## config.mk

```make
export PLATFORM = sky130hd
export DESIGN_NAME = tkel_fifo
export DESIGN_NICKNAME = d
export VERILOG_FILES = /design/src/hdl/tkel_pkg.sv /design/src/hdl/tkel_fifo.sv
export SDC_FILE = /design/constraint.sdc
export NUM_CORES = 1
export LEC_CHECK = 0
export ABC_AREA = 1
export BUFFER_PORTS_ARGS = -buffer_cell sky130_fd_sc_hd__buf_2
export CORE_MARGIN = 4
export CORE_UTILIZATION = 54
export CTS_BUF_LIST = sky130_fd_sc_hd__clkbuf_4
export DETAILED_ROUTE_END_ITERATION = 6
export GPL_TIMING_DRIVEN = 1
export PLACE_DENSITY = 0.79
export SYNTH_ARGS = -nofsm -noshare
export SYNTH_HDL_FRONTEND = slang
export SYNTH_SLANG_ARGS = --single-unit
```

## constraint.sdc

```tcl
create_clock -name clk -period 3.2 [get_ports clk]
set_clock_uncertainty 0.15 [all_clocks]
set_input_delay 0 -clock clk [delete_from_list [all_inputs] [get_ports clk]]
set_output_delay 0 -clock clk [all_outputs]
set_load 0.01 [all_outputs]
```

## src/hdl/tkel_pkg.sv

```systemverilog
// shared types and constants for the knife-edge loss block
`default_nettype none
package tkel_pkg;

  // input kind codes
  localparam logic [1:0] KIND_START  = 2'd0;
  localparam logic [1:0] KIND_END    = 2'd1;
  localparam logic [1:0] KIND_SAMPLE = 2'd2;

  // arithmetic widths, sized for the whole parameter range
  localparam int DIV_N = 72;
  localparam int DIV_D = 32;
  localparam int SQ_W  = 54;
  localparam int RT_W  = 27;
  localparam int C_W   = 16;
  localparam int H_W   = 42;

  // queue depth between front and back
  localparam int Q_DEPTH = 4;
  localparam int Q_AW    = 2;

  // fixed-point constants
  localparam logic [18:0] STEP_Q16   = 19'd491520;
  localparam logic [20:0] K173_Q16   = 21'd1133773;
  localparam logic [19:0] TEN_DB_Q16 = 20'd655360;
  localparam logic [18:0] TERM_MAX   = 19'd262144;
  localparam logic [23:0] SAT24      = 24'hFFFFFF;
  localparam logic [12:0] SAT13      = 13'h1FFF;
  localparam logic [31:0] SAT32      = 32'hFFFFFFFF;

  typedef enum logic [1:0] {
    OP_START  = 2'd0,
    OP_END    = 2'd1,
    OP_SAMPLE = 2'd2
  } tkel_op_t;

  // one queued job
  typedef struct packed {
    tkel_op_t          op;
    logic [23:0]       x;
    logic [23:0]       y;
    logic [23:0]       z;
    logic [13:0]       freq;
    logic [C_W-1:0]    c;
    logic              peak;
    logic              last;
    logic              short_p;
  } tkel_ent_t;

  typedef struct packed {
    logic div_go;
    logic sqrt_go;
  } tkel_req_t;

  typedef struct packed {
    logic div_done;
    logic sqrt_done;
  } tkel_rsp_t;

endpackage
`default_nettype wire

```

## src/hdl/tkel_fifo.sv

```systemverilog
// short job queue between front and back
`default_nettype none
module tkel_fifo
  import tkel_pkg::*;
(
  input  wire logic      clk,
  input  wire logic      rst,
  input  wire logic      push,
  input  tkel_ent_t      push_ent,
  output logic           full,
  input  wire logic      pop,
  output logic           empty,
  output tkel_ent_t      head
);

  tkel_ent_t        slots [Q_DEPTH];
  logic [Q_AW-1:0]  wr;
  logic [Q_AW-1:0]  rd;
  logic [Q_AW:0]    cnt;

  assign full  = cnt == (Q_AW+1)'(Q_DEPTH);
  assign empty = cnt == '0;
  assign head  = slots[rd];

  // storage
  always_ff @(posedge clk) begin
    if (push) begin
      slots[wr] <= push_ent;
    end
  end

  // pointers and fill count
  always_ff @(posedge clk) begin
    if (rst) begin
      wr  <= '0;
      rd  <= '0;
      cnt <= '0;
    end else begin
      if (push) wr <= wr + Q_AW'(1);
      if (pop)  rd <= rd + Q_AW'(1);
      if (push && !pop)      cnt <= cnt + (Q_AW+1)'(1);
      else if (pop && !push) cnt <= cnt - (Q_AW+1)'(1);
    end
  end

endmodule
`default_nettype wire

```

==> impl_metrics.json <==
{
  "areaGrowthSynthToFinish_pct": 29.9,
  "hold_path.class": "in2reg",
  "required_ns": 3.05,
  "grt_max_degree": 215,
  "cts-root-buf": "clkbuf_4",
  "power_density_nw_per_um2": 580,
  "die_area_um2": 33000,
  "syn_nets": 1210,
  "top_layer": "met5",
  "path_buf_inv": 2,
  "antenna_found_initial": 3,
  "cp_top_family": "buffers and inverters",
  "core_um2": 29700,
  "max_cap_viol_count": 0,
  "layout-drive-gt1-share_pct": 24.3,
  "rows": 63,
  "first_iter_violations": 1215,
  "netlist_instances": 1093,
  "cp_max_fo": 214,
  "synthTopCellsByArea": "edfxtp_1 79%, o21ai_0 6.3%, nor2_1 5.1%, o22ai_1 4.1%, buf_6 1.2%",
  "dr_wl_met2_um": 19100,
  "netlist_area_um2": 16300,
  "totalWireLength_um": 38600,
  "htree_levels": 3,
  "rsz0062_at_grt": "false",
  "peakVddDrop_mv": 0.378,
  "period_needed_ns": 2.72,
  "viasPerCell": 5.51,
  "path_cells": "buf_12 -> o21ai_0 -> o22ai_1 -> buf_2",
  "io_pins": 220,
  "slew_headroom_pct": 38.7,
  "synth_top_area_share_pct": 78.9,
  "worst_setup_path_end_kind": "primary output",
  "insertion_delay_ns": 0.68,
  "p_leak_nw": 7.66,
  "met1_length_um": 15800,
  "io_buffers": 219,
  "layout_commonest_cell": "edfxtp_1",
  "grt_pass1_wl_um": 59800,
  "cts_tree": "yes",
  "overflow": 0,
  "yosys_register_bits": 437,
  "most-common-layout-cells": "428 x edfxtp_1, 220 x nor2_1, 220 x dlygate4sd3_1",
  "first_global_vias": 11400,
  "cts_setup_buffers": 0,
  "design_area_um2": 21200,
  "dr_total_vias": 11300,
  "drc": 0,
  "setup_tns_ns": 0,
  "slew_violations": 0,
  "cpMaxStageDelayCell": "buf_12",
  "dp.cells": 1649,
  "ys_warn_count": 0,
  "cts_inserted_buffers": 105,
  "grt_usage_pct": 22.6,
  "dieWidth_um": 182,
  "met3_length_um": 3200,
  "clk_pin_slew_ns": 0.06,
  "avgSynthCellArea_um2": 14.9,
  "synth.distinct_cells": 23,
  "avgRoutedWirePerCell_um": 18.8,
  "die_h_um": 182,
  "finalHoldViolCount": 0,
  "clockBufferDepth": 3,
  "arrival_ns": 2.57,
  "crit_path_start_kind": "flop",
  "synth_top_area_cell": "edfxtp_1",
  "status": "complete, no violations",
  "post-dp-hpwl_um": 19500,
  "start_util_pct": 54.8,
  "setup_viol_count_final": 0,
  "slowest_delay_ns": 0.61,
  "clkSinkCount": 437,
  "fin_cells": 2050,
  "final_nets": 1703,
  "tightestPinTransition_ns": 0.919,
  "yosysSeqAreaShare_pct": 80.0,
  "gp_congestion": 0.737,
  "placed_cell_area_um2": 17700,
  "critPathKind": "reg2out",
  "drt_first_pass_iters": 4,
  "timing.fmax_ghz": 0.368,
  "fin_crit_sh_pct": 85.0,
  "ant_nets": 0
}
-- path summary, 6_finish.rpt --
kind                                         start                endpoint  slack (ns)  depth (start not counted)
worst max-delay path                          flop                head[46]        0.48                          4
worst min-delay path                           rst     cnt[2]$_SDFFE_PP0P_        0.10                          5
worst max register to register  wr[1]$_SDFFE_PP0P_  slots[1][71]$_DFFE_PP_        1.16                          5
worst min register to register  rd[1]$_SDFFE_PP0P_                    flop        0.29                          1
-- worst min-delay path, delay by kind of cell --
kind,cells,cell delay [ns]
AND/OR/NAND/NOR,2,0.13
buffers and inverters,3,0.75
-- synth_stat cells (all sizes together) --
master,n
xor2,1
dfxtp,9
nor2,220
fa,1
nand4,1
edfxtp,428
clkbuf,37
nand2,9
inv,17
o22ai,107
a21oi,3
nor3,2
ha,5
o21ai,219
buf,33
nand3,1
-- where the power goes --
| group | total (mW) | leakage (nW) | switching, mW | internal (mW) |
|---|---|---|---|---|
| Clock | 4.31 | 0.762 | 2.04 | 2.27 |
| Sequential | 6.61 | 4.01 | 0.0676 | 6.54 |
| Combinational | 1.36 | 2.89 | 0.819 | 0.543 |
| Total | 12.3 | 7.66 | 2.93 | 9.35 |
-- per-stage QoR --
step	hold WS, ns	utilization, %	total power [mW]	worst slack (ns)
after CTS	0.00249	71.2	12.3	0.473
after global placement	0.0226	59.5	7.82	1.22
final	0.101	71.2	12.3	0.480
after global routing	0.0833	71.2	12.8	0.285
after floorplan	-0.0776	-	7.36	0.00661
after detailed placement	0.0281	59.5	7.85	1.18
-- final cells by class --
class                      instances  area, um2
fill                            1869       8550
multi-input combinational        569       2750
inverter                          17       83.8
timing repair buffer             456       3530
tap                              390        488
sequential                       437      13000
antenna                            6       15.0
clock inverter                    20        101
clock buffer                     155       1160
-- layer usage --
metal  vias to the layer above  global-route usage (%)
li1                       5182                       -
met1                      5544                    30.2
met2                       522                    37.4
met3                        46                    5.77
met4                         4                    6.57
met5                         -                       0
-- flip-flops by register name, summed over array words and instances (netlist names), named ones only --
name / count
rd: 2
cnt: 3
wr: 2
slots: 428
-- logic make-up after synthesis --
| family | after synthesis | share of synthesized area [%] |
|---|---|---|
| flip-flops | 437 | 80.0 |
| AO/OA/AOI/OAI | 329 | 10.9 |
| XOR/XNOR | 1 | 0.0538 |
| buffers and inverters | 87 | 3.14 |
| adder cells (fa/ha/maj) | 6 | 0.507 |
| AND/OR/NAND/NOR | 233 | 5.40 |
-- timing repair --
item,4_1_cts,5_1_grt
setup endpoints to repair,0,0
gates resized for setup,0,0
hold buffers,220,0
hold endpoints to repair,593,0
Power figures use the tool's default switching activity.
