**config.mk**
```make
export PLATFORM = sky130hd
export DESIGN_NAME = tkel_arith
export DESIGN_NICKNAME = d
export VERILOG_FILES = /design/src/hdl/tkel_pkg.sv /design/src/hdl/tkel_arith.sv
export SDC_FILE = /design/constraint.sdc
export NUM_CORES = 1
export LEC_CHECK = 0
export BUFFER_PORTS_ARGS = -buffer_cell sky130_fd_sc_hd__buf_2
export CAP_MARGIN = 20
export CORE_MARGIN = 1
export CORE_UTILIZATION = 35
export CTS_CLUSTER_DIAMETER = 30
export DETAILED_ROUTE_END_ITERATION = 12
export MAX_ROUTING_LAYER = met4
export PLACE_DENSITY = 0.56
export SYNTH_ARGS = -nofsm -noshare
export SYNTH_HDL_FRONTEND = slang
export SYNTH_SLANG_ARGS = --single-unit
```
**constraint.sdc**
```tcl
create_clock -name clk -period 9.3 [get_ports clk]
set_clock_uncertainty 0.05 [all_clocks]
set_input_delay 1.395 -clock clk [delete_from_list [all_inputs] [get_ports clk]]
set_output_delay 1.395 -clock clk [all_outputs]
set_load 0.01 [all_outputs]
```
**src/hdl/tkel_pkg.sv**
```systemverilog
// shared types and constants for the knife-edge loss block
`default_nettype none
package tkel_pkg;

  // input kind codes
  localparam logic [1:0] KIND_START  = 2'd0;
  localparam logic [1:0] KIND_END    = 2'd1;
  localparam logic [1:0] KIND_SAMPLE = 2'd2;

  // arithmetic widths, sized for the whole parameter range
  localparam int DIV_N = 72;
  localparam int DIV_D = 32;
  localparam int SQ_W  = 54;
  localparam int RT_W  = 27;
  localparam int C_W   = 16;
  localparam int H_W   = 42;

  // queue depth between front and back
  localparam int Q_DEPTH = 4;
  localparam int Q_AW    = 2;

  // fixed-point constants
  localparam logic [18:0] STEP_Q16   = 19'd491520;
  localparam logic [20:0] K173_Q16   = 21'd1133773;
  localparam logic [19:0] TEN_DB_Q16 = 20'd655360;
  localparam logic [18:0] TERM_MAX   = 19'd262144;
  localparam logic [23:0] SAT24      = 24'hFFFFFF;
  localparam logic [12:0] SAT13      = 13'h1FFF;
  localparam logic [31:0] SAT32      = 32'hFFFFFFFF;

  typedef enum logic [1:0] {
    OP_START  = 2'd0,
    OP_END    = 2'd1,
    OP_SAMPLE = 2'd2
  } tkel_op_t;

  // one queued job
  typedef struct packed {
    tkel_op_t          op;
    logic [23:0]       x;
    logic [23:0]       y;
    logic [23:0]       z;
    logic [13:0]       freq;
    logic [C_W-1:0]    c;
    logic              peak;
    logic              last;
    logic              short_p;
  } tkel_ent_t;

  typedef struct packed {
    logic div_go;
    logic sqrt_go;
  } tkel_req_t;

  typedef struct packed {
    logic div_done;
    logic sqrt_done;
  } tkel_rsp_t;

endpackage
`default_nettype wire

```
**src/hdl/tkel_arith.sv**
```systemverilog
// shared iterative divider and square root, one bit per cycle
`default_nettype none
module tkel_arith
  import tkel_pkg::*;
(
  input  wire logic             clk,
  input  wire logic             rst,
  input  tkel_req_t             req,
  input  wire logic [DIV_N-1:0] div_num,
  input  wire logic [DIV_D-1:0] div_den,
  input  wire logic [SQ_W-1:0]  sq_in,
  output tkel_rsp_t             rsp,
  output logic [DIV_N-1:0]      quot,
  output logic [RT_W-1:0]       root
);

  // divider registers
  logic             dv_busy;
  logic             div_done;
  logic [6:0]       dv_cnt;
  logic [DIV_D-1:0] rem;
  logic [DIV_N-1:0] qr;
  logic [DIV_D-1:0] den;
  logic [DIV_D:0]   rem_s;
  logic [DIV_D:0]   rem_d;
  logic             ge;

  // square root registers
  logic             sq_busy;
  logic             sqrt_done;
  logic [4:0]       sq_cnt;
  logic [SQ_W-1:0]  v;
  logic [SQ_W-1:0]  r;
  logic [SQ_W-1:0]  b;
  logic [SQ_W:0]    rb;
  logic             take;

  assign rem_s = {rem, qr[DIV_N-1]};
  assign rem_d = rem_s - {1'b0, den};
  assign ge    = rem_s >= {1'b0, den};
  assign quot  = qr;

  assign rb    = {1'b0, r} + {1'b0, b};
  assign take  = {1'b0, v} >= rb;
  assign root  = r[RT_W-1:0];

  assign rsp.div_done  = div_done;
  assign rsp.sqrt_done = sqrt_done;

  // restoring divide
  always_ff @(posedge clk) begin
    if (rst) begin
      dv_busy  <= 1'b0;
      div_done <= 1'b0;
    end else begin
      div_done <= 1'b0;
      if (req.div_go) begin
        dv_busy <= 1'b1;
        dv_cnt  <= '0;
        rem     <= '0;
        qr      <= div_num;
        den     <= div_den;
      end else if (dv_busy) begin
        rem    <= ge ? rem_d[DIV_D-1:0] : rem_s[DIV_D-1:0];
        qr     <= {qr[DIV_N-2:0], ge};
        dv_cnt <= dv_cnt + 7'd1;
        if (dv_cnt == 7'(DIV_N - 1)) begin
          dv_busy  <= 1'b0;
          div_done <= 1'b1;
        end
      end
    end
  end

  // digit-pair square root
  always_ff @(posedge clk) begin
    if (rst) begin
      sq_busy   <= 1'b0;
      sqrt_done <= 1'b0;
    end else begin
      sqrt_done <= 1'b0;
      if (req.sqrt_go) begin
        sq_busy <= 1'b1;
        sq_cnt  <= '0;
        v       <= sq_in;
        r       <= '0;
        b       <= SQ_W'(1) << (SQ_W - 2);
      end else if (sq_busy) begin
        if (take) begin
          v <= v - rb[SQ_W-1:0];
          r <= (r >> 1) + b;
        end else begin
          r <= r >> 1;
        end
        b      <= b >> 2;
        sq_cnt <= sq_cnt + 5'd1;
        if (sq_cnt == 5'(RT_W - 1)) begin
          sq_busy   <= 1'b0;
          sqrt_done <= 1'b1;
        end
      end
    end
  end

endmodule
`default_nettype wire

```
==> flow_metrics.tcl <==
set metrics [dict create \
    leakage_uw 0.0100 \
    r2r-start "r[6]$_SDFFCE_PP0P_" \
    nFillCells 5494 \
    setup-tns-final_ns 0 \
    synth.distinct_cells 86 \
    synth_area_um2 20400 \
    grt_overflow_total 0 \
    mostFrequentLayoutCell "edfxtp_1" \
    post-route-drc-count 0 \
    core-area_um2 57600 \
    pin_count 263 \
    num-nets-final 2644 \
    wl_mm 57.3 \
    hold_viol 0 \
    dpl_cell_area_um2 22200 \
    fmax_ghz 0.149 \
    vias 17000 \
    ctsHtreeMaxLevel 3 \
    place_congestion 0.925 \
    r2r-end "v[0]$_DFFE_PP_" \
    r2r_setup_slack_ns 2.60 \
    seqCellArea_um2 8580 \
    maxSlewViolCount 0 \
    clockBufferDepth 3 \
    grt_pass1_wl_mm 91.1 \
    grt_usage 0.198 \
    power.density_nw_per_um2 247 \
    grt_max_degree 74 \
    hp-start "dv_busy$_SDFF_PP0_" \
    ctsResizeCount 0 \
    ant_nets 0 \
    synth_edf_count 283 \
    rsz0062_at_grt "no" \
    avgRoutedWirePerCell_um 18.1 \
    cp-startpoint "r[6]$_SDFFCE_PP0P_" \
    path_clk_slew_ns 0.04 \
    crit_path_start_kind "flop" \
    period_minus_slack_ns 6.70 \
    final_layout_size_suffix_gt1_frac 0.215 \
    synth-main-ff-cell "edfxtp_1" \
    postLayoutCoreUtil 0.436 \
    critPathCaptureType "flop" \
    critPathRequiredTime_ns 9.48 \
    min_period_over_period 0.720 \
    cts_root_buffer "clkbuf_16" \
    postCtsSetupBuffers 0 \
    initial_utilization 0.353 \
    firstDrtPassIters 7 \
    worst_slew_margin_rel 0.404 \
    met1_usage 0.236 \
    portBuffers 262 \
    async_flop_share 0 \
    final_area_um2 25100 \
    die_area_um2 59100 \
    maxCapViolations 0 \
    outcome "finished clean" \
    rows 88 \
    grt_util_met3 0.0368 \
    drt_iter0_markers 1089 \
    detailedPlacementHpwl_mm 42.3 \
    multi_input_area_um2 11000 \
    whs_endpoint "div_done$_SDFF_PP0_" \
    insertion_delay_ns 0.63 \
    worstRegToRegCells 20 \
    grt.busiest_layer "met2" \
    syn_inst 2077 \
    whs_path_depth 1 \
    synth.avg_cell_area_um2 9.80 \
    ys_ff_latch 287 \
    grt_pass1_vias 17200 \
    ir_drop_v 0.000139 \
    via_per_inst 5.36 \
    globalRouteMet2Util 0.332 \
    tightest_slew_ns 0.894 \
    antenna_found_initial 3 \
    seq_area_frac_synth 0.421 \
    cts.sinks 287 \
    cts_tree "done" \
    final_cell_mix "edfxtp_1, buf_2, nand2_1, nor2_1, o21ai_0" \
    die_y_um 243 \
    min_path_type "flop to flop" \
    area_growth_pct 23.5 \
    worstPathMaxFanout 63 \
    numCtsBuffers 90 \
    path_class "flop to flop" \
    arrival_ns 6.88 \
    yosys_warnings 0 \
    synth_nets 2386 \
    cts-hold-fix-buffers 0 \
    die_width_um 243 \
    finalSetupViolCount 0 \
]
power by group:
part           leakage, uW  switching, uW  internal [uW]
clock              0.00141            891           1990
sequential         0.00275           98.5           1600
combinational      0.00587            970            653
logic make-up after synthesis:
kind of cell               Yosys count  share of synthesized area
muxes                               91                     0.0497
adders and majority gates          147                     0.0911
AOI/OAI and AO/OA                  592                      0.183
DFF                                287                      0.421
buffers and inverters              182                     0.0401
and+or+nand+nor                    619                      0.146
xor gates and xnor gates           159                     0.0684
sequential cells by signal, indices dropped and copies added, names as in the netlist:
name,cells
sq_busy,1
div_done,1
dv_busy,1
v,54
den,32
sqrt_done,1
r,54
dv_cnt,7
b,27
rem,32
quot,72
sq_cnt,5
routing by layer:
metal / up-vias / share of wire
met5: - / 0
met2: 475 / 0.49
met3: 95 / 0.050
met4: 0 / 0.023
li1: 8302 / -
met1: 8145 / 0.44
stage by stage:
step                      total power, uW  hold WS (ns)  std cells  setup WS [ns]
after global routing                 6530         0.444       3173           1.98
after detailed placement             3340         0.427       3007           2.70
final                                6200         0.430       3173           2.60
after CTS                            6260         0.435       3169           2.66
after global placement               3320         0.423       3007           2.78
after floorplan                      2920         0.404       2077           1.70
worst max-delay path, stage by stage, from the launching register on:
cell and delay [ns]:
edfxtp_1 0.49, ha_1 0.38, nand2_1 0.08, o31ai_1 0.54, a211oi_1 0.19, o21bai_1 0.29, a21oi_1 0.16, o21ai_0 0.32
a21oi_1 0.15, nor3b_1 0.24, xnor2_1 0.10, ha_1 0.43, nand2_1 0.14, nor3_1 0.34, o211ai_1 0.26, a21oi_2 0.36
a311oi_4 0.22, nor2_4 0.12, buf_4 0.54, o21a_2 0.20, buf_4 0.56
layout make-up:
class | count | area share
Clock buffer | 114 | 0.0949
Clock inverter | 48 | 0.0205
Tap cell | 765 | 0.0381
Antenna cell | 3 | 0.000299
Multi-Input combinational cell | 1608 | 0.437
Sequential cell | 287 | 0.341
Timing Repair Buffer | 275 | 0.0569
Inverter | 73 | 0.0109
Yosys cell counts (5+ instances only):
library cell / n / area (um^2)
a211oi_1: 38 / 285
and2_1: 6 / 37.5
mux2i_1: 13 / 130
o21ai_1: 7 / 35.0
a31o_2: 12 / 105
buf_1: 9 / 33.8
edfxtp_1: 283 / 8500
and3_1: 19 / 119
nor2b_1: 55 / 344
a31oi_1: 54 / 338
nand2b_1: 24 / 150
ha_1: 145 / 1810
or2_2: 6 / 37.5
o21a_1: 13 / 97.6
a21oi_1: 154 / 771
o21ai_0: 156 / 781
inv_1: 73 / 274
nand3_1: 41 / 205
a31o_1: 7 / 61.3
nor2_1: 162 / 608
nand2_1: 178 / 668
a211o_1: 5 / 43.8
nand4_1: 38 / 238
o21bai_1: 20 / 150
buf_2: 8 / 40.0
xor2_1: 86 / 753
o211ai_1: 5 / 37.5
or3_1: 20 / 125
mux2_2: 76 / 856
o31ai_1: 11 / 82.6
nor4_1: 9 / 56.3
nor3b_1: 8 / 60.1
nor3_1: 36 / 180
a21boi_0: 5 / 37.5
clkbuf_1: 61 / 229
a21o_1: 50 / 375
xnor2_1: 73 / 639
o22ai_1: 5 / 31.3
buf_4: 29 / 218
worst max-delay path by stage:
stage                       to  slack, ns  cells after the start
6_report        v[0]$_DFFE_PP_       2.60                     20
4_1_cts         v[0]$_DFFE_PP_       2.66                     20
3_5_place_dp   v[12]$_DFFE_PP_       2.70                     20
3_3_place_gp   v[14]$_DFFE_PP_       2.78                     20
2_1_floorplan   v[0]$_DFFE_PP_       1.70                      5
5_1_grt         v[0]$_DFFE_PP_       1.98                     20
Power figures use the tool's default switching activity.
