File: src/hdl/tkel_pkg.sv
// shared types and constants for the knife-edge loss block
`default_nettype none
package tkel_pkg;

  // input kind codes
  localparam logic [1:0] KIND_START  = 2'd0;
  localparam logic [1:0] KIND_END    = 2'd1;
  localparam logic [1:0] KIND_SAMPLE = 2'd2;

  // arithmetic widths, sized for the whole parameter range
  localparam int DIV_N = 72;
  localparam int DIV_D = 32;
  localparam int SQ_W  = 54;
  localparam int RT_W  = 27;
  localparam int C_W   = 16;
  localparam int H_W   = 42;

  // queue depth between front and back
  localparam int Q_DEPTH = 4;
  localparam int Q_AW    = 2;

  // fixed-point constants
  localparam logic [18:0] STEP_Q16   = 19'd491520;
  localparam logic [20:0] K173_Q16   = 21'd1133773;
  localparam logic [19:0] TEN_DB_Q16 = 20'd655360;
  localparam logic [18:0] TERM_MAX   = 19'd262144;
  localparam logic [23:0] SAT24      = 24'hFFFFFF;
  localparam logic [12:0] SAT13      = 13'h1FFF;
  localparam logic [31:0] SAT32      = 32'hFFFFFFFF;

  typedef enum logic [1:0] {
    OP_START  = 2'd0,
    OP_END    = 2'd1,
    OP_SAMPLE = 2'd2
  } tkel_op_t;

  // one queued job
  typedef struct packed {
    tkel_op_t          op;
    logic [23:0]       x;
    logic [23:0]       y;
    logic [23:0]       z;
    logic [13:0]       freq;
    logic [C_W-1:0]    c;
    logic              peak;
    logic              last;
    logic              short_p;
  } tkel_ent_t;

  typedef struct packed {
    logic div_go;
    logic sqrt_go;
  } tkel_req_t;

  typedef struct packed {
    logic div_done;
    logic sqrt_done;
  } tkel_rsp_t;

endpackage
`default_nettype wire

File: src/hdl/tkel_front.sv
// front end: takes beats, tracks the sample window and finds peaks
`default_nettype none
module tkel_front
  import tkel_pkg::*;
#(
  parameter int MAX_SAMPLES = 8192
) (
  input  wire logic        clk,
  input  wire logic        rst,
  input  wire logic        in_valid,
  output logic             in_ready,
  input  wire logic [1:0]  kind,
  input  wire logic [23:0] pos_x,
  input  wire logic [23:0] pos_y,
  input  wire logic [23:0] height,
  input  wire logic [13:0] freq_mhz,
  input  wire logic        path_last,
  output logic             push,
  output tkel_ent_t        push_ent,
  input  wire logic        full
);

  localparam int IDX_W = $clog2(MAX_SAMPLES + 1);

  logic [IDX_W-1:0]  idx;
  logic [IDX_W-1:0]  idx_next;
  logic [IDX_W-1:0]  idx_m1;
  logic signed [23:0] older;
  logic signed [23:0] newer;
  logic              accept;
  logic              room;
  logic              peak;

  assign in_ready = !full;
  assign accept   = in_valid && in_ready;
  assign room     = idx < IDX_W'(MAX_SAMPLES);
  assign idx_m1   = idx - IDX_W'(1);
  assign peak     = room && (idx >= IDX_W'(2)) && (newer > older) &&
                    (newer > $signed(height));
  assign idx_next = room ? idx + IDX_W'(1) : idx;

  // build the queue entry
  always_comb begin
    push_ent.op      = OP_SAMPLE;
    push_ent.x       = pos_x;
    push_ent.y       = pos_y;
    push_ent.z       = height;
    push_ent.freq    = freq_mhz;
    push_ent.c       = C_W'(idx_m1);
    push_ent.peak    = 1'b0;
    push_ent.last    = 1'b0;
    push_ent.short_p = 1'b0;
    push             = 1'b0;
    unique case (kind)
      KIND_START: begin
        push_ent.op = OP_START;
        push        = accept;
      end
      KIND_END: begin
        push_ent.op = OP_END;
        push        = accept;
      end
      KIND_SAMPLE: begin
        push_ent.z       = newer;
        push_ent.peak    = peak;
        push_ent.last    = path_last;
        push_ent.short_p = idx_next < IDX_W'(4);
        push             = accept && (peak || path_last);
      end
      default: push = 1'b0;
    endcase
  end

  // sample window state
  always_ff @(posedge clk) begin
    if (rst) begin
      idx   <= '0;
      older <= '0;
      newer <= '0;
    end else if (accept) begin
      if (kind == KIND_START || kind == KIND_END) begin
        idx   <= '0;
        older <= '0;
        newer <= '0;
      end else if (kind == KIND_SAMPLE) begin
        if (path_last) begin
          idx   <= '0;
          older <= '0;
          newer <= '0;
        end else if (room) begin
          idx   <= idx_next;
          older <= newer;
          newer <= $signed(height);
        end
      end
    end
  end

endmodule
`default_nettype wire

File: config.mk
export PLATFORM = sky130hd
export DESIGN_NAME = tkel_front
export DESIGN_NICKNAME = d
export VERILOG_FILES = /design/src/hdl/tkel_pkg.sv /design/src/hdl/tkel_front.sv
export SDC_FILE = /design/constraint.sdc
export NUM_CORES = 1
export LEC_CHECK = 0
export ABC_AREA = 1
export BUFFER_PORTS_ARGS = -buffer_cell sky130_fd_sc_hd__buf_2
export CAP_MARGIN = 40
export CELL_PAD_IN_SITES_DETAIL_PLACEMENT = 0
export CELL_PAD_IN_SITES_GLOBAL_PLACEMENT = 1
export CORE_ASPECT_RATIO = 0.9
export CORE_MARGIN = 2
export CORE_UTILIZATION = 30
export CTS_CLUSTER_DIAMETER = 200
export DETAILED_ROUTE_END_ITERATION = 6
export GPL_TIMING_DRIVEN = 0
export PLACE_DENSITY = 0.85
export SLEW_MARGIN = 10
export SYNTH_ARGS = -nofsm -noshare
export SYNTH_HDL_FRONTEND = slang
export SYNTH_SLANG_ARGS = --single-unit
export TNS_END_PERCENT = 10
File: constraint.sdc
create_clock -name clk -period 1.5 [get_ports clk]
set_input_delay 0.15 -clock clk [delete_from_list [all_inputs] [get_ports clk]]
set_output_delay 0.15 -clock clk [all_outputs]
set_load 0.005 [all_outputs]
==> results.txt <==
----------------------------------------------------
[Synthesis]
  Fraction of registers with async set/reset ... 0
  Main synth FF type ... sky130_fd_sc_hd__dfxtp_1
  Portion of the post-synthesis area used by sequential elements ... 0.256
  Share of the synthesized area in the top cell type ... 0.256
  FF+latch count, synth ... 62
  Total of warnings raised by yosys ... 0
  Largest cells by area after synthesis ... sky130_fd_sc_hd__dfxtp_1 (26%), sky130_fd_sc_hd__nand2_1 (17%), sky130_fd_sc_hd__ha_1 (13%)
  Gate count after technology mapping ... 735
  Count of flip-flops with a built-in enable after synthesis ... 0
  Cell area after technology mapping ... 4850 µm²
  Unique masters post-synth ... 34
  Yosys top cell by area ... sky130_fd_sc_hd__dfxtp_1
  Mean post-synth cell area ... 6.60 µm²

[CTS]
  Clk sink count ... 62
  CTS buffer count ... 9
  CTS root buffer ... sky130_fd_sc_hd__clkbuf_16
  Hold-fix buffers at CTS ... 0
  Clock latency on the worst-skew pair ... 0.34 ns
  Clock tree from TritonCTS ... done
  Clk slew on worst S/H paths ... 0.06 ns
  Max H-tree Level ... 3
  Max Root-Sink Buffers ... 2

[Power]
  Lkg Pwr ... 3.22 nW
  Internal Dissipation ... 3.43 mW
  Part of the total power dissipated in the clock network ... 0.462
  Logic pwr share ... 0.176
  Worst voltage drop across the vdd grid ... 0.000578 V
  Power spent charging and discharging nets ... 1.18 mW
  Net switching fraction of the power ... 0.256
  Total power of the final layout ... 4.61 mW
  Pwr dens ... 676 nW/µm²
  Seq pwr share ... 0.362

[Floorplan]
  Total die area ... 17200 µm²
  Die extent in y ... 125 µm
  Effective utilization at floorplan ... 0.304
  Die extent in x ... 138 µm
  Core outline area ... 16000 µm²
  Placement row count ... 44
  Boundary Pins ... 202

[Place]
  Pre-CTS setup slack ... -0.702 ns
  Port Buffers ... 136
  Placer congestion estimate ... 0.838
  Hpwl dp ... 10.1 mm

[Worst setup path]
  Worst reg-to-reg path cell count ... 8
  Maximum fanout encountered on the critical timing path ... 3
  Data arrival at the endpoint of the critical path ... 2.11 ns
  CP required ... 1.35 ns
  Type of origin of the critical path ... flop
  Beginning of the worst register-to-register path ... idx[0]
  Destination of the worst register-to-register timing path ... idx[11]
  Endpoint kind of the worst setup timing path ... primary output
  Flop-to-flop setup slack ... -0.10 ns
  Worst setup path category ... reg -> out

[Global routing]
  GR Util met3 ... 0.0334
  Wire length of the first global-routing pass ... 22.1 mm
  Met2 capacity usage during global routing ... 0.262
  Total routing resource utilization after global routing ... 0.156
  GR Overflow Total ... 0
  Initial antenna violation count ... 0
  Grt peak-use layer ... met2
  GRT met1 Usage ... 0.204
  Via count of the first global-routing pass ... 4501
  Pin count of the biggest net entering global routing ... 11

[Min path]
  Worst-case hold path end point ... newer[22]
  Type of the tightest min-delay check ... in -> reg
  Cell depth of the worst hold path ... 3
  Worst Min Path Start ... height[22]

[Detailed routing]
  Residual DRC ... 0
  Post-detailed-routing wire length ... 13.8 mm
  DR vias/cell ... 4.41
  Count of routing violations after the opening detailed-route iteration ... 249
  Via count ... 4927
  Number of iterations in the first detailed-routing pass ... 4
  Residual antenna-violating net count after detailed routing ... 0
  Drt wl/cell ... 12.4 µm

[Timing]
  Relative slew margins ... 0.629
  Setup Viol. Count Final ... 24
  Endpoints failing hold ... 0
  Worst Max-Slew Pin Slew ... 0.556 ns
  Final Skew ... 0.00500 ns
  Final setup slack of the worst path ... -0.760 ns
  Post-route minimum period ... 2.26 ns
  Max Transition Viols Final ... 0
  Setup repair after global routing missed its margin ... true
  Highest achievable clock rate ... 443 MHz
  Final cycle utilization of the critical path ... 1.51

[Cells and area]
  Final layout net count ... 1048
  Layout cells sized above 1 ... 0.410
  Antenna diodes ... 0
  Area growth from synthesis to final layout ... 40.6%

[Job]
  Max-Cap Viols ... 0

[Outcome]
  Violated checks ... setup timing
  Run status ... finished with violations

----------------------------------------------------
## repair_timing
action	in CTS	in global routing
pin swaps	26	23
endpoints found under the setup margin	74	83
setup buffers	17	5
resized for setup	82	65
## power by group through the flow
stage | registers (mW) | logic, mW | clock network, mW
floorplan | 1.70 | 0.425 | 0
detailed placement | 1.71 | 0.708 | 0
finish | 1.67 | 0.809 | 2.13
global placement | 1.71 | 0.704 | 0
CTS | 1.67 | 0.760 | 2.16
global route | 1.67 | 0.902 | 2.24
## cells in the mapped netlist, types with 2 or more instances
cell type                  count
sky130_fd_sc_hd__buf_4        67
sky130_fd_sc_hd__a21o_1        4
sky130_fd_sc_hd__nand2_1     224
sky130_fd_sc_hd__nand3_1      14
sky130_fd_sc_hd__nor2_2        4
sky130_fd_sc_hd__nor3_1        4
sky130_fd_sc_hd__ha_1         50
sky130_fd_sc_hd__nand4_1       9
sky130_fd_sc_hd__xor2_1       14
sky130_fd_sc_hd__dfxtp_1      62
sky130_fd_sc_hd__inv_1        85
sky130_fd_sc_hd__nand3_2       2
sky130_fd_sc_hd__o21ai_0      32
sky130_fd_sc_hd__buf_2        13
sky130_fd_sc_hd__and2_1        2
sky130_fd_sc_hd__nor3_2        3
sky130_fd_sc_hd__clkbuf_1     10
sky130_fd_sc_hd__nor2_1       34
sky130_fd_sc_hd__nand2_2       3
sky130_fd_sc_hd__a21oi_1      79
sky130_fd_sc_hd__inv_2         7
## worst max-delay path, cell delays in order (launching register included)
cell,delay (ns)
sky130_fd_sc_hd__dfxtp_4,0.36
sky130_fd_sc_hd__ha_4,0.24
sky130_fd_sc_hd__buf_4,0.13
sky130_fd_sc_hd__a21oi_1,0.12
sky130_fd_sc_hd__o21ai_0,0.11
sky130_fd_sc_hd__nor2_2,0.18
sky130_fd_sc_hd__nand4_1,0.13
sky130_fd_sc_hd__nand2_2,0.10
sky130_fd_sc_hd__nand3_4,0.10
sky130_fd_sc_hd__a21oi_4,0.14
sky130_fd_sc_hd__buf_2,0.14
## worst max-delay path by stage
stage,start,to,slack (ns)
global placement,newer[23],push,-0.72
global route,newer[15],push,-0.86
finish,newer[23],push,-0.76
detailed placement,newer[23],push,-0.70
CTS,newer[13],push,-0.79
floorplan,idx[1],push_ent[0],-0.09
## layer usage
layer,up-vias,wire (µm)
met5,-,0
met4,0,161
met3,11,802
met2,119,6570
met1,2195,6270
li1,2602,-
## layout by cell type (no fill, tap or decap), types with 4 or more instances in the layout
| master | count |
|---|---|
| sky130_fd_sc_hd__nand2_1 | 209 |
| sky130_fd_sc_hd__nor2_1 | 16 |
| sky130_fd_sc_hd__clkbuf_4 | 5 |
| sky130_fd_sc_hd__clkbuf_16 | 9 |
| sky130_fd_sc_hd__nand2_4 | 4 |
| sky130_fd_sc_hd__nor2_4 | 9 |
| sky130_fd_sc_hd__buf_2 | 137 |
| sky130_fd_sc_hd__inv_1 | 75 |
| sky130_fd_sc_hd__nand3_1 | 9 |
| sky130_fd_sc_hd__xor2_1 | 13 |
| sky130_fd_sc_hd__dfxtp_4 | 7 |
| sky130_fd_sc_hd__dfxtp_2 | 20 |
| sky130_fd_sc_hd__buf_4 | 85 |
| sky130_fd_sc_hd__buf_6 | 12 |
| sky130_fd_sc_hd__nand4_1 | 9 |
| sky130_fd_sc_hd__clkbuf_1 | 9 |
| sky130_fd_sc_hd__nor2_2 | 14 |
| sky130_fd_sc_hd__inv_2 | 14 |
| sky130_fd_sc_hd__a21oi_1 | 77 |
| sky130_fd_sc_hd__nor3_2 | 4 |
| sky130_fd_sc_hd__nand2_2 | 14 |
| sky130_fd_sc_hd__a21o_1 | 4 |
| sky130_fd_sc_hd__o21ai_0 | 27 |
| sky130_fd_sc_hd__nand3_2 | 4 |
| sky130_fd_sc_hd__ha_1 | 36 |
| sky130_fd_sc_hd__ha_4 | 14 |
| sky130_fd_sc_hd__dfxtp_1 | 35 |
## kinds of logic (layout without fill, tap and decap cells)
family / Yosys count / after routing / synth area share
AO/OA/AOI/OAI: 121 / 121 / 0.130
other: 1 / 2 / 0.000773
AND/OR/NAND/NOR: 302 / 302 / 0.259
flip-flops: 62 / 62 / 0.256
adder cells (fa/ha/maj): 50 / 50 / 0.129
buffers and inverters: 184 / 358 / 0.198
XOR/XNOR: 15 / 15 / 0.0271
## per-stage QoR
stage / setup TNS (ns) / util / hold WS [ns] / instance area (µm²) / std cells
3_3_place_gp: -8.40 / 0.366 / 0.415 / 5850 / 1079
6_report: -5.60 / 0.427 / 0.0637 / 6820 / 1117
5_1_grt: -12.59 / 0.427 / 0.0627 / 6820 / 1117
4_1_cts: -5.46 / 0.410 / 0.0534 / 6550 / 1112
2_1_floorplan: -0.195 / - / 0.294 / 4910 / 736
3_5_place_dp: -9.03 / 0.366 / 0.420 / 5850 / 1079
## sequential cells by signal (all words and copies together), names as in the netlist
signal  cells
newer      24
idx        14
older      24
## final cells by class
| class | count | area [µm²] |
|---|---|---|
| Sequential cell | 62 | 1290 |
| Buffer | 91 | 652 |
| Inverter | 93 | 360 |
| Clock buffer | 13 | 260 |
| Tap cell | 207 | 259 |
| Clock inverter | 3 | 42.5 |
| Multi-Input combinational cell | 490 | 3060 |
| Timing Repair Buffer | 158 | 885 |
| Fill cell | 1707 | 9150 |
Note: power is estimated with default switching activity, not from simulation.
